## config.mk

```make
export PLATFORM = sky130hd
export DESIGN_NAME = gcg_sequence_body_formatter_unit
export DESIGN_NICKNAME = d
export VERILOG_FILES = /design/src/hdl/sbf_pkg.sv /design/src/hdl/sbf_front.sv /design/src/hdl/sbf_queue.sv /design/src/hdl/sbf_back.sv /design/src/hdl/gcg_sequence_body_formatter_unit.sv
export SDC_FILE = /design/constraint.sdc
export NUM_CORES = 1
export LEC_CHECK = 0
export ABC_AREA = 1
export BUFFER_PORTS_ARGS = -buffer_cell sky130_fd_sc_hd__buf_2
export CORE_MARGIN = 2
export CORE_UTILIZATION = 30
export CTS_CLUSTER_SIZE = 20
export DETAILED_ROUTE_END_ITERATION = 8
export REMOVE_ABC_BUFFERS = 1
export SYNTH_ARGS = -nofsm -noshare
export SYNTH_HDL_FRONTEND = slang
export SYNTH_SLANG_ARGS = --single-unit
```

## constraint.sdc

```tcl
create_clock -name clk -period 4.21 [get_ports clk]
set_input_delay 0.6315 -clock clk [delete_from_list [all_inputs] [get_ports clk]]
set_output_delay 0.6315 -clock clk [all_outputs]
set_load 0.01 [all_outputs]
```

## src/hdl/sbf_pkg.sv

```systemverilog
`default_nettype none
// ----------------------------------------------------------------------------
// Sequence body formatter package
// Shared constants, character codes and the command record that travels
// from the front end to the back end through the command queue.
// ----------------------------------------------------------------------------
package sbf_pkg;

  // Default parameter values.
  localparam int DEF_LINE_RESIDUES  = 50;
  localparam int DEF_GROUP_RESIDUES = 10;
  localparam int DEF_NUMBER_DIGITS  = 8;
  localparam int DEF_QUEUE_DEPTH    = 4;

  // The position is held as eight BCD digits.
  localparam int BCD_DIGITS = 8;
  localparam int BCD_W      = 4 * BCD_DIGITS;
  localparam int SIG_W      = 4;

  // Character codes.
  localparam logic [7:0] CH_DOT   = 8'h2E;
  localparam logic [7:0] CH_DASH  = 8'h2D;
  localparam logic [7:0] CH_TILDE = 8'h7E;
  localparam logic [7:0] CH_SPACE = 8'h20;
  localparam logic [7:0] CH_NL    = 8'h0A;
  localparam logic [7:0] CH_ZERO  = 8'h30;

  // One classified request for the back end.
  typedef struct packed {
    logic               flush;       // end of sequence with a partial line
    logic [7:0]         residue;     // residue character
    logic               line_start;  // print the position first
    logic               group_end;   // group space after the residue
    logic               line_end;    // two newlines after the residue
    logic [BCD_W-1:0]   bcd;         // position digits
    logic [SIG_W-1:0]   sig;         // number of significant digits
  } cmd_t;

endpackage : sbf_pkg
`default_nettype wire

```

## src/hdl/sbf_front.sv

```systemverilog
`default_nettype none
// ----------------------------------------------------------------------------
// Sequence body formatter front end
// Accepts input requests, drops gap characters, tracks the residue position,
// the line phase and the group fill, and writes one command per request
// that produces text.
// ----------------------------------------------------------------------------
module sbf_front
  import sbf_pkg::*;
#(
  parameter int LINE_RESIDUES  = DEF_LINE_RESIDUES,
  parameter int GROUP_RESIDUES = DEF_GROUP_RESIDUES,
  parameter int NUMBER_DIGITS  = DEF_NUMBER_DIGITS
) (
  input  wire logic       clk,
  input  wire logic       rst_n,
  input  wire logic       push,
  input  wire logic [7:0] seq_byte,
  input  wire logic       end_marker,
  input  wire logic       q_full,
  output logic            q_wr,
  output cmd_t            q_cmd
);

  localparam int LM_W       = $clog2(LINE_RESIDUES);
  localparam int GF_W       = $clog2(GROUP_RESIDUES + 1);
  localparam int LIM_DIGITS = (NUMBER_DIGITS < BCD_DIGITS) ? NUMBER_DIGITS : BCD_DIGITS;

  logic [BCD_W-1:0] bcd_r, bcd_nxt;
  logic [LM_W-1:0]  line_mod_r, line_mod_nxt;
  logic [GF_W-1:0]  group_fill_r, group_fill_nxt;

  logic             accept;
  logic             is_gap;
  logic             residue;
  logic             line_start;
  logic             line_end;
  logic             group_end;
  logic [GF_W-1:0]  group_inc;
  logic             at_limit;
  logic [BCD_W-1:0] bcd_inc;
  logic [SIG_W-1:0] sig;

  assign accept     = push && !q_full;
  assign is_gap     = (seq_byte == CH_DOT) || (seq_byte == CH_DASH) || (seq_byte == CH_TILDE);
  assign residue    = !end_marker && !is_gap;
  assign line_start = (line_mod_r == LM_W'(1));
  assign line_end   = (line_mod_r == '0);
  assign group_inc  = group_fill_r + GF_W'(1);
  assign group_end  = (group_inc == GF_W'(GROUP_RESIDUES));

  // Saturation test, BCD increment and count of significant digits.
  always_comb begin
    logic       carry;
    logic [3:0] d;
    at_limit = 1'b1;
    carry    = 1'b1;
    bcd_inc  = bcd_r;
    sig      = SIG_W'(1);
    for (int i = 0; i < BCD_DIGITS; i++) begin
      d = bcd_r[4*i +: 4];
      if (i < LIM_DIGITS && d != 4'd9) begin
        at_limit = 1'b0;
      end
      if (carry) begin
        if (d == 4'd9) begin
          bcd_inc[4*i +: 4] = 4'd0;
        end else begin
          bcd_inc[4*i +: 4] = d + 4'd1;
          carry = 1'b0;
        end
      end
      if (d != 4'd0) begin
        sig = SIG_W'(i + 1);
      end
    end
  end

  // Next state of the position, line phase and group fill.
  always_comb begin
    bcd_nxt        = bcd_r;
    line_mod_nxt   = line_mod_r;
    group_fill_nxt = group_fill_r;
    if (accept) begin
      if (end_marker) begin
        bcd_nxt        = BCD_W'(1);
        line_mod_nxt   = LM_W'(1);
        group_fill_nxt = '0;
      end else if (residue) begin
        group_fill_nxt = group_end ? '0 : group_inc;
        if (!at_limit) begin
          bcd_nxt      = bcd_inc;
          line_mod_nxt = (line_mod_r == LM_W'(LINE_RESIDUES - 1)) ? '0
                                                                  : line_mod_r + LM_W'(1);
        end
      end
    end
  end

  always_ff @(posedge clk) begin
    if (!rst_n) begin
      bcd_r        <= BCD_W'(1);
      line_mod_r   <= LM_W'(1);
      group_fill_r <= '0;
    end else begin
      bcd_r        <= bcd_nxt;
      line_mod_r   <= line_mod_nxt;
      group_fill_r <= group_fill_nxt;
    end
  end

  // Command toward the back end; nothing for gaps or a flush at a line start.
  assign q_wr = accept && (residue || (end_marker && !line_start));

  always_comb begin
    q_cmd            = '0;
    q_cmd.flush      = end_marker;
    q_cmd.residue    = seq_byte;
    q_cmd.line_start = line_start;
    q_cmd.group_end  = group_end;
    q_cmd.line_end   = line_end;
    q_cmd.bcd        = bcd_r;
    q_cmd.sig        = sig;
  end

endmodule : sbf_front
`default_nettype wire

```

## src/hdl/sbf_queue.sv

```systemverilog
`default_nettype none
// ----------------------------------------------------------------------------
// Sequence body formatter command queue
// Short first-in first-out store of commands between front and back end.
// ----------------------------------------------------------------------------
module sbf_queue
  import sbf_pkg::*;
#(
  parameter int DEPTH = DEF_QUEUE_DEPTH
) (
  input  wire logic clk,
  input  wire logic rst_n,
  input  wire logic wr,
  input  cmd_t      wr_cmd,
  output logic      full,
  input  wire logic rd,
  output cmd_t      rd_cmd,
  output logic      valid
);

  localparam int PTR_W = (DEPTH > 1) ? $clog2(DEPTH) : 1;
  localparam int CNT_W = $clog2(DEPTH + 1);

  cmd_t             slot_r [DEPTH];
  logic [PTR_W-1:0] wr_ptr_r, wr_ptr_nxt;
  logic [PTR_W-1:0] rd_ptr_r, rd_ptr_nxt;
  logic [CNT_W-1:0] count_r, count_nxt;
  logic             do_wr, do_rd;

  assign full   = (count_r == CNT_W'(DEPTH));
  assign valid  = (count_r != '0);
  assign do_wr  = wr && !full;
  assign do_rd  = rd && valid;
  assign rd_cmd = slot_r[rd_ptr_r];

  // Pointer and fill count update.
  always_comb begin
    wr_ptr_nxt = wr_ptr_r;
    rd_ptr_nxt = rd_ptr_r;
    count_nxt  = count_r;
    if (do_wr) begin
      wr_ptr_nxt = (wr_ptr_r == PTR_W'(DEPTH - 1)) ? '0 : wr_ptr_r + PTR_W'(1);
    end
    if (do_rd) begin
      rd_ptr_nxt = (rd_ptr_r == PTR_W'(DEPTH - 1)) ? '0 : rd_ptr_r + PTR_W'(1);
    end
    if (do_wr && !do_rd) begin
      count_nxt = count_r + CNT_W'(1);
    end else if (do_rd && !do_wr) begin
      count_nxt = count_r - CNT_W'(1);
    end
  end

  always_ff @(posedge clk) begin
    if (!rst_n) begin
      wr_ptr_r <= '0;
      rd_ptr_r <= '0;
      count_r  <= '0;
    end else begin
      wr_ptr_r <= wr_ptr_nxt;
      rd_ptr_r <= rd_ptr_nxt;
      count_r  <= count_nxt;
    end
  end

  // Storage needs no reset.
  always_ff @(posedge clk) begin
    if (do_wr) begin
      slot_r[wr_ptr_r] <= wr_cmd;
    end
  end

endmodule : sbf_queue
`default_nettype wire

```

## src/hdl/sbf_back.sv

```systemverilog
`default_nettype none
// ----------------------------------------------------------------------------
// Sequence body formatter back end
// Expands one command at a time into text bytes, one byte per cycle, and
// holds the current byte on the result ports until it is taken.
// ----------------------------------------------------------------------------
module sbf_back
  import sbf_pkg::*;
#(
  parameter int NUMBER_DIGITS = DEF_NUMBER_DIGITS
) (
  input  wire logic clk,
  input  wire logic rst_n,
  input  cmd_t      q_cmd,
  input  wire logic q_valid,
  output logic      q_rd,
  output logic      empty,
  input  wire logic pop,
  output logic [7:0] out_byte,
  output logic       run_last
);

  localparam int CNT_W = $clog2(NUMBER_DIGITS);

  typedef enum logic [6:0] {
    PH_NUM = 7'b0000001,  // position digits
    PH_SPC = 7'b0000010,  // two spaces after the position
    PH_RES = 7'b0000100,  // residue character
    PH_GRP = 7'b0001000,  // group space
    PH_NL  = 7'b0010000,  // two newlines at line end
    PH_FSP = 7'b0100000,  // flush space
    PH_FNL = 7'b1000000   // flush newline
  } phase_t;

  logic             busy_r, busy_nxt;
  cmd_t             cmd_r;
  phase_t           phase_r, phase_nxt, phase_adv, phase_first;
  logic [CNT_W-1:0] cnt_r, cnt_nxt, cnt_adv, cnt_first;
  logic             last;
  logic             take;
  logic             load;
  logic [SIG_W-1:0] place;
  logic [3:0]       digit;

  assign empty    = !busy_r;
  assign run_last = last;
  assign take     = busy_r && pop;
  assign load     = q_valid && (!busy_r || (take && last));
  assign q_rd     = load;
  assign place    = SIG_W'(cnt_r);

  // Digit at the current place; places beyond the BCD word read as zero.
  always_comb begin
    digit = 4'd0;
    for (int i = 0; i < BCD_DIGITS; i++) begin
      if (place == SIG_W'(i)) begin
        digit = cmd_r.bcd[4*i +: 4];
      end
    end
  end

  // Byte shown for the current phase.
  always_comb begin
    unique case (phase_r) inside
      PH_NUM:  out_byte = (place < cmd_r.sig) ? (CH_ZERO + {4'd0, digit}) : CH_SPACE;
      PH_RES:  out_byte = cmd_r.residue;
      PH_NL,
      PH_FNL:  out_byte = CH_NL;
      default: out_byte = CH_SPACE;
    endcase
  end

  // Step to the next byte of the command, and mark the final byte.
  always_comb begin
    phase_adv = phase_r;
    cnt_adv   = cnt_r;
    last      = 1'b0;
    unique case (phase_r)
      PH_NUM: begin
        if (cnt_r == '0) begin
          phase_adv = PH_SPC;
          cnt_adv   = CNT_W'(1);
        end else begin
          cnt_adv = cnt_r - CNT_W'(1);
        end
      end
      PH_SPC: begin
        if (cnt_r == '0) begin
          phase_adv = PH_RES;
        end else begin
          cnt_adv = cnt_r - CNT_W'(1);
        end
      end
      PH_RES: begin
        if (cmd_r.group_end) begin
          phase_adv = PH_GRP;
        end else if (cmd_r.line_end) begin
          phase_adv = PH_NL;
          cnt_adv   = CNT_W'(1);
        end else begin
          last = 1'b1;
        end
      end
      PH_GRP: begin
        if (cmd_r.line_end) begin
          phase_adv = PH_NL;
          cnt_adv   = CNT_W'(1);
        end else begin
          last = 1'b1;
        end
      end
      PH_NL: begin
        if (cnt_r == '0) begin
          last = 1'b1;
        end else begin
          cnt_adv = cnt_r - CNT_W'(1);
        end
      end
      PH_FSP: begin
        phase_adv = PH_FNL;
      end
      PH_FNL: begin
        last = 1'b1;
      end
      default: begin
        last = 1'b1;
      end
    endcase
  end

  // First byte of a newly loaded command.
  always_comb begin
    cnt_first = CNT_W'(NUMBER_DIGITS - 1);
    if (q_cmd.flush) begin
      phase_first = PH_FSP;
    end else if (q_cmd.line_start) begin
      phase_first = PH_NUM;
    end else begin
      phase_first = PH_RES;
    end
  end

  // Control update.
  always_comb begin
    busy_nxt  = busy_r;
    phase_nxt = phase_r;
    cnt_nxt   = cnt_r;
    if (load) begin
      busy_nxt  = 1'b1;
      phase_nxt = phase_first;
      cnt_nxt   = cnt_first;
    end else if (take) begin
      if (last) begin
        busy_nxt = 1'b0;
      end else begin
        phase_nxt = phase_adv;
        cnt_nxt   = cnt_adv;
      end
    end
  end

  always_ff @(posedge clk) begin
    if (!rst_n) begin
      busy_r  <= 1'b0;
      phase_r <= PH_RES;
      cnt_r   <= '0;
    end else begin
      busy_r  <= busy_nxt;
      phase_r <= phase_nxt;
      cnt_r   <= cnt_nxt;
    end
  end

  // Command payload register.
  always_ff @(posedge clk) begin
    if (load) begin
      cmd_r <= q_cmd;
    end
  end

endmodule : sbf_back
`default_nettype wire

```

## src/hdl/gcg_sequence_body_formatter_unit.sv

```systemverilog
`default_nettype none
// A request accepted while the back end is idle is written into a queue slot and then
// loaded into the back end's command register, from which its first text byte shows.
// Throughput: one input request per cycle into the command queue while it is not
// full, and one text byte per cycle out while pop is high; the back end's single
// byte per cycle sets the sustained rate. Reset: synchronous, active low; clears the
// position to 1, the group fill, the command queue and the back end. No clearing pass.
// ----------------------------------------------------------------------------
// Sequence body formatter top level
// Front end classifies sequence bytes, a short queue decouples it from the
// back end that writes the formatted text one byte per cycle while pop is high.
// ----------------------------------------------------------------------------
module gcg_sequence_body_formatter_unit
  import sbf_pkg::*;
#(
  parameter int LINE_RESIDUES  = DEF_LINE_RESIDUES,
  parameter int GROUP_RESIDUES = DEF_GROUP_RESIDUES,
  parameter int NUMBER_DIGITS  = DEF_NUMBER_DIGITS,
  parameter int QUEUE_DEPTH    = DEF_QUEUE_DEPTH
) (
  input  wire logic       clk,
  input  wire logic       rst_n,
  input  wire logic       push,
  output logic            full,
  input  wire logic [7:0] in_seq_byte,
  input  wire logic       in_end_marker,
  output logic            empty,
  input  wire logic       pop,
  output logic [7:0]      out_byte,
  output logic            out_run_last
);

  logic q_wr, q_full, q_rd, q_valid;
  cmd_t q_wr_cmd, q_rd_cmd;

  assign full = q_full;

  // Front end: classification and position tracking.
  sbf_front #(
    .LINE_RESIDUES (LINE_RESIDUES),
    .GROUP_RESIDUES(GROUP_RESIDUES),
    .NUMBER_DIGITS (NUMBER_DIGITS)
  ) u_front (
    .clk       (clk),
    .rst_n     (rst_n),
    .push      (push),
    .seq_byte  (in_seq_byte),
    .end_marker(in_end_marker),
    .q_full    (q_full),
    .q_wr      (q_wr),
    .q_cmd     (q_wr_cmd)
  );

  // Command queue between the two halves.
  sbf_queue #(
    .DEPTH(QUEUE_DEPTH)
  ) u_queue (
    .clk   (clk),
    .rst_n (rst_n),
    .wr    (q_wr),
    .wr_cmd(q_wr_cmd),
    .full  (q_full),
    .rd    (q_rd),
    .rd_cmd(q_rd_cmd),
    .valid (q_valid)
  );

  // Back end: text generation.
  sbf_back #(
    .NUMBER_DIGITS(NUMBER_DIGITS)
  ) u_back (
    .clk     (clk),
    .rst_n   (rst_n),
    .q_cmd   (q_rd_cmd),
    .q_valid (q_valid),
    .q_rd    (q_rd),
    .empty   (empty),
    .pop     (pop),
    .out_byte(out_byte),
    .run_last(out_run_last)
  );

endmodule : gcg_sequence_body_formatter_unit
`default_nettype wire

```

---- Yosys cells after proc, flatten, opt, wreduce, memory -nomap -nowiden ----
Memory sizes are Yosys's and may differ from the RTL's. A register that Yosys moved wholly into a read port is not among the register bits.
Cells that the tools add are included.
word-level totals
  output and inout bits ................... 11
  logic and storage cells ................. 241
  RAM bits ................................ 192
  memories kept ........................... 1
  bits of input ports ..................... 13
  flip-flop bits (word level) ............. 106
memories
  memory          depth  bits a word  read ports  clocked after memory_dff  write ports  RTL line         source
  u_queue.slot_r  4      48           1           1                         1            sbf_queue.sv:24  cmd_t slot_r [DEPTH];
cells by class
  $add $sub $neg .......................... 16
  reduce and logical (&&, ||, !) cells .... 61
  equal/unequal tests ..................... 45
  order comparisons ....................... 1
  multiplexer cells ....................... 96
operators by type and width
  cell                 count
  $mux 4               27
  $mux 32              3
  $mux 7               8
  $mux 3               14
  $add 4x1->4 const B  9
  $eq 4x4->1 const B   9
  $pmux 7 s5           1
  $ne 4x4->1 const B   8
  $mux 1               29
  $reduce_and 4->1     7
  $reduce_bool 4->1    7
  $mux 6               4
  $pmux 8 s3           1
  $reduce_bool 2->1    11
  $eq 8x6->1 const B   2
  $eq 3x3->1 const B   5
  $mux 2               6
  $pmux 3 s4           1
  $logic_and 1x1->1    11
  $reduce_and 5->1     2
  $ne 3x3->1 const B   3
  $eq 8x7->1 const B   1
  $mux 8               1
  $add 6x4->7 const A  1
  32 further kinds     48

---- Logic depth before layout (Yosys ltp) ----
  word-level depth ........................ 12
  mapped depth ............................ 17
  mapped depth without buffers ............ 16

---- Hierarchy ----
Synthesis repeated with hierarchy kept, for this count alone.
unflattened totals
  cell total of the unflattened synthesis .. 1337
  area, all modules ....................... 13734.4 µm²
by module, submodules not included
  module     area an instance (µm²)  seq. area each (µm²)  cells an instance  instances
  sbf_queue  7671.1                  5945.7                536                1
  sbf_front  3123.0                  840.8                 500                1
  sbf_back   2940.3                  1601.5                301                1

---- Worst setup path before layout ----
Ideal clock, no wire load.
  path type ............................... input port to flip-flop
  start point ............................. input port in_seq_byte[1]
  end point ............................... memory u_queue.slot_r[0][0] in the netlist's numbering (enable)
  stages on the path ...................... 8
  slack ................................... 0.587 ns
  setup time .............................. 0.454 ns
  arrival ................................. 3.169 ns
  path through ............................ inv_1 > nand2_1 > nand2_1 > nand2_1 > nor2_1 > nor2_4 > nand2_1 > nor2_1
between the ends
  cells in the longest elaborated chain, start to end .. 10
  elaborated cells on any way between the ends .. 12
  those cells by class .................... eq/ne (3); mux (2); reduce/logical (7)
ends and longest elaborated chain
  what                              RTL line                                source
  from (decl)                       gcg_sequence_body_formatter_unit.sv:25  input wire logic [7:0] in_seq_byte,
  $eq 8x6->1                        sbf_front.sv:45                         assign is_gap = (seq_byte == CH_DOT) || (seq_byte == CH_DASH) || (seq_byte == CH_TILDE);
  $logic_or 1x1->1                  sbf_front.sv:45
  $logic_or 1x1->1 (*)              sbf_front.sv:45
  $logic_not 1->1 (*)               sbf_front.sv:46                         assign residue = !end_marker && !is_gap;
  $logic_and 1x1->1 (*)             sbf_front.sv:46
  $logic_or 1x1->1 (*)              sbf_front.sv:113                        assign q_wr = accept && (residue || (end_marker && !line_start));
  $logic_and 1x1->1 (*)             sbf_front.sv:113
  $logic_and 1x1->1 (*)             sbf_queue.sv:32                         assign do_wr = wr && !full;
  $mux 1 (*)                        sbf_queue.sv:68                         if (do_wr) begin
  $mux 1 (not written as such) (*)  sbf_queue.sv:69                         slot_r[wr_ptr_r] <= wr_cmd;
  to (decl)                         sbf_queue.sv:24
Mark *: on every way between the ends. The rest lies on a longest branch, timed or not.

---- Final worst setup path ----
  start point ............................. register u_back.cnt_r[0]
  end point ............................... output port out_byte[1]
between the ends
  cells in the longest elaborated chain, start to end .. 12
  elaborated cells on any way between the ends .. 20
  those cells by class .................... add/sub (1); order compare (1); eq/ne (7); mux (10); reduce/logical (1)
ends and longest elaborated chain
  what                    RTL line                                source
  from (decl)             sbf_back.sv:38                          logic [CNT_W-1:0] cnt_r, cnt_nxt, cnt_adv, cnt_first;
  from (signal assigned)  sbf_back.sv:170                         cnt_r <= cnt_nxt;
  $logic_not 4->1         sbf_back.sv:56                          if (place == SIG_W'(i)) begin
  $mux 4 (8 in series)    sbf_back.sv:56
  $add 6x4->7             sbf_back.sv:65                          PH_NUM: out_byte = (place < cmd_r.sig) ? (CH_ZERO + {4'd0, digit}) : CH_SPACE;
  $mux 8 (*)              sbf_back.sv:65
  $pmux 8 s3 (*)          sbf_back.sv:64                          unique case (phase_r) inside
  to (decl)               gcg_sequence_body_formatter_unit.sv:29  output logic [7:0] out_byte,
Marks and branches as above.

==> metrics.cfg <==
[power_and_ir_drop]
vdd_drop_max_v=0.000529
swShare_pct=33.8
power.density_nw_per_um2=648
sequentialPowerShare_pct=42.6
pwr-share-clk_pct=28.8
internal_power_mw=6.41
leakagePower_nw=5.52
comb_power_share_pct=28.6
finalPower_mw=9.69
switchingPower_mw=3.28

[layout]
area_delta_synth_final_pct=14.4
drive_gt1_share_pct=9.34
nets=1316
stdcell_count=1870
antenna_cells=0

[setup_path]
rr_worst_depth=12
crit_path_start_kind=flop
reg2reg_from=u_front.line_mod_r[1]
ff2ff_setup_slack_ns=1.19
critical_path.startpoint=u_back.cnt_r[0]
cp-end-kind=output port
crit_type=reg -> out
r2r-end=u_queue.count_r[1]
critical_path_required_ns=3.58
cp_data_arrival_time_ns=2.55
crit_end=out_byte[1]
crit_fanout=6

[routing]
ant_nets=0
drc_errors=0
routed_via_density=4.77
wl_per_cell_um=16.0
drt_pass1_iterations=5
drtIter0Drc=765
wirelength_um=29900
dr_total_vias=8911

[clock_tree]
cts.sinks=300
clk_path_buf_depth=3
cts_max_level=1
post-cts-setup-buffer-count=0
cts_hold_buf=0
cts.clk_slew.worst_paths_ns=0.06
cts_root_buffer=clkbuf_16
cts_buffers=30
post_cts_resized=0
clk_latency_ns=0.55
tritoncts=built

[synth]
synth_top_area_cell=edfxtp_1
synth_most_common_cell=edfxtp_1
synthFlopType=edfxtp_1
synth_seq_cells=300
syn-cell-area_um2=13100
async_flop_share_pct=0
synth_top_area_share_pct=54.7
synth_edf_count=238
ys_warn_count=0
avgSynthCellArea_um2=10.6
yosysSeqAreaShare_pct=64.2
synthTopCellsByArea=edfxtp_1 (55%), dfxtp_1 (9.5%), nor2_1 (5.3%)
syn_inst=1236
synth_commonest_cells=edfxtp_1 (238), nor2_1 (186), nand2_1 (170), o21ai_0 (125), inv_1 (110)
synth_cell_types=46

[placement]
post-place-ws_ns=1.09
post-place-cells=1814
gp_congestion=0.880
portBuffers=23
dp_hpwl_um=18700

[grt]
grt_antenna_before_repair=0
overflow=0
grt_max_degree=97
grt_pass1_wl_um=46200
grt_pass1_vias=8351
grt_usage_pct=13.2

[run]
drv_cap=0

[sta]
worst_pin_slew_ns=1.02
hold_viol=0
relSlewSlack_pct=32.3
period_minus_slack_ns=3.18
slew_viol_final=0
rsz0062_at_grt=no
finClkSkew_ns=0.00770
fin_crit_sh_pct=75.6
fmax_mhz=314
setup_tns_ns=0
layout_setup_ws_ns=1.03
setup_viol=0

[outcome]
outcome=finished, final reports clean

[floorplanning]
die_w_um=213
num_io_pins=24
row_count=76
core_area_um2=43100
initial_core_util_pct=30.3
die-area_um2=45300
die_y_um=213

[worst_hold_path]
hold_path_class=in -> reg
min_from=in_seq_byte[7]

[power by group through the flow]
stage	clock, mW	sequential, mW	combinational [mW]
final	2.79	4.13	2.77
after global routing	2.95	4.18	3.13
after CTS	2.84	4.14	2.79
after detailed placement	0	4.20	2.78
after global placement	0	4.19	2.74
after floorplan	0	4.21	1.77
[per-layer routing]
metal / global-route usage, % / up-vias / routed length, µm
met5: 0 / - / 0
met4: 3.69 / 0 / 705
met3: 2.25 / 47 / 1600
met2: 22.1 / 215 / 14100
met1: 17.6 / 4286 / 13500
li1: - / 4363 / -
[flip-flops by register name, indices dropped and copies added, names as in the netlist, named ones only]
name / flops
u_front.group_fill_r: 4
u_back.cnt_r: 3
u_back.phase_r: 7
u_queue.rd_ptr_r: 2
u_back.cmd_r: 46
u_queue.wr_ptr_r: 2
u_queue.count_r: 3
u_front.bcd_r: 32
u_back.busy_r: 1
u_front.line_mod_r: 6
u_queue.slot_r: 192
[cells by family (layout without fill, tap and decap cells)]
group	Yosys count	count (layout)	share of synthesized area, %
simple gates	499	499	17.0
flops	300	300	64.2
xor+xnor	7	7	0.469
compound gates	233	233	9.72
buf+inv	155	204	4.61
fa+ha+maj	42	42	4.08
[layout make-up]
cell class | count | area (µm²)
Sequential cell | 300 | 8390
Clock inverter | 16 | 205
Inverter | 112 | 420
Fill cell | 4212 | 28100
Multi-Input combinational cell | 781 | 4110
Clock buffer | 40 | 840
Timing Repair Buffer | 36 | 263
Tap cell | 585 | 732
[per-stage QoR]
stage	utilization [%]	hold WS (ns)	area, µm²
4_1_cts	34.7	0.301	15000
3_5_place_dp	32.3	0.472	13900
2_1_floorplan	-	0.452	12900
6_report	34.7	0.324	15000
3_3_place_gp	32.3	0.472	13900
5_1_grt	34.7	0.312	15000
[worst min path at each step]
stage / end / depth (start not counted)
2_1_floorplan: u_queue.count_r[2] / 2
3_3_place_gp: u_queue.count_r[2] / 2
3_5_place_dp: u_front.group_fill_r[3] / 2
4_1_cts: u_queue.slot_r[1][44] / 1
5_1_grt: u_queue.slot_r[1][44] / 1
6_report: u_queue.slot_r[2][46] / 1
[layout by cell type (no fill, tap or decap), types with 2 or more instances in the layout]
master     instances
a211oi_1           3
a21oi_1           43
a31oi_1            2
and3_1             2
buf_12             4
buf_2             23
buf_4              9
bufinv_16          5
clkbuf_1           6
clkbuf_16         31
clkbuf_8           3
clkinv_1           4
clkinv_2           7
dfxtp_1           61
edfxtp_1         238
ha_1              41
inv_1            108
inv_2              3
nand2_1          170
nand2_2            3
nand3_1           68
nand3_2            2
nand3_4            4
nand4_1           18
nor2_1           182
nor2_2            10
nor2_4             7
nor3_1            19
nor3b_1            2
nor4_1             6
o211a_1            2
o211ai_1           2
o21ai_0          125
o22ai_1           49
or2_2              3
xnor2_1            3
xor2_1             4
[critical path, cell delays in order (launching register included)]
cell	delay, ns
dfxtp_1	0.34
inv_1	0.15
ha_1	0.21
inv_1	0.07
nor2_2	0.27
nand3_1	0.13
nand3_1	0.10
o211ai_1	0.09
nand3_1	0.10
nand2_1	0.06
nand2_1	0.07
nand2_1	0.06
nand2_1	0.06
nand2_1	0.09
nand2_1	0.08
buf_2	0.12
(Power assumes the default switching activity.)
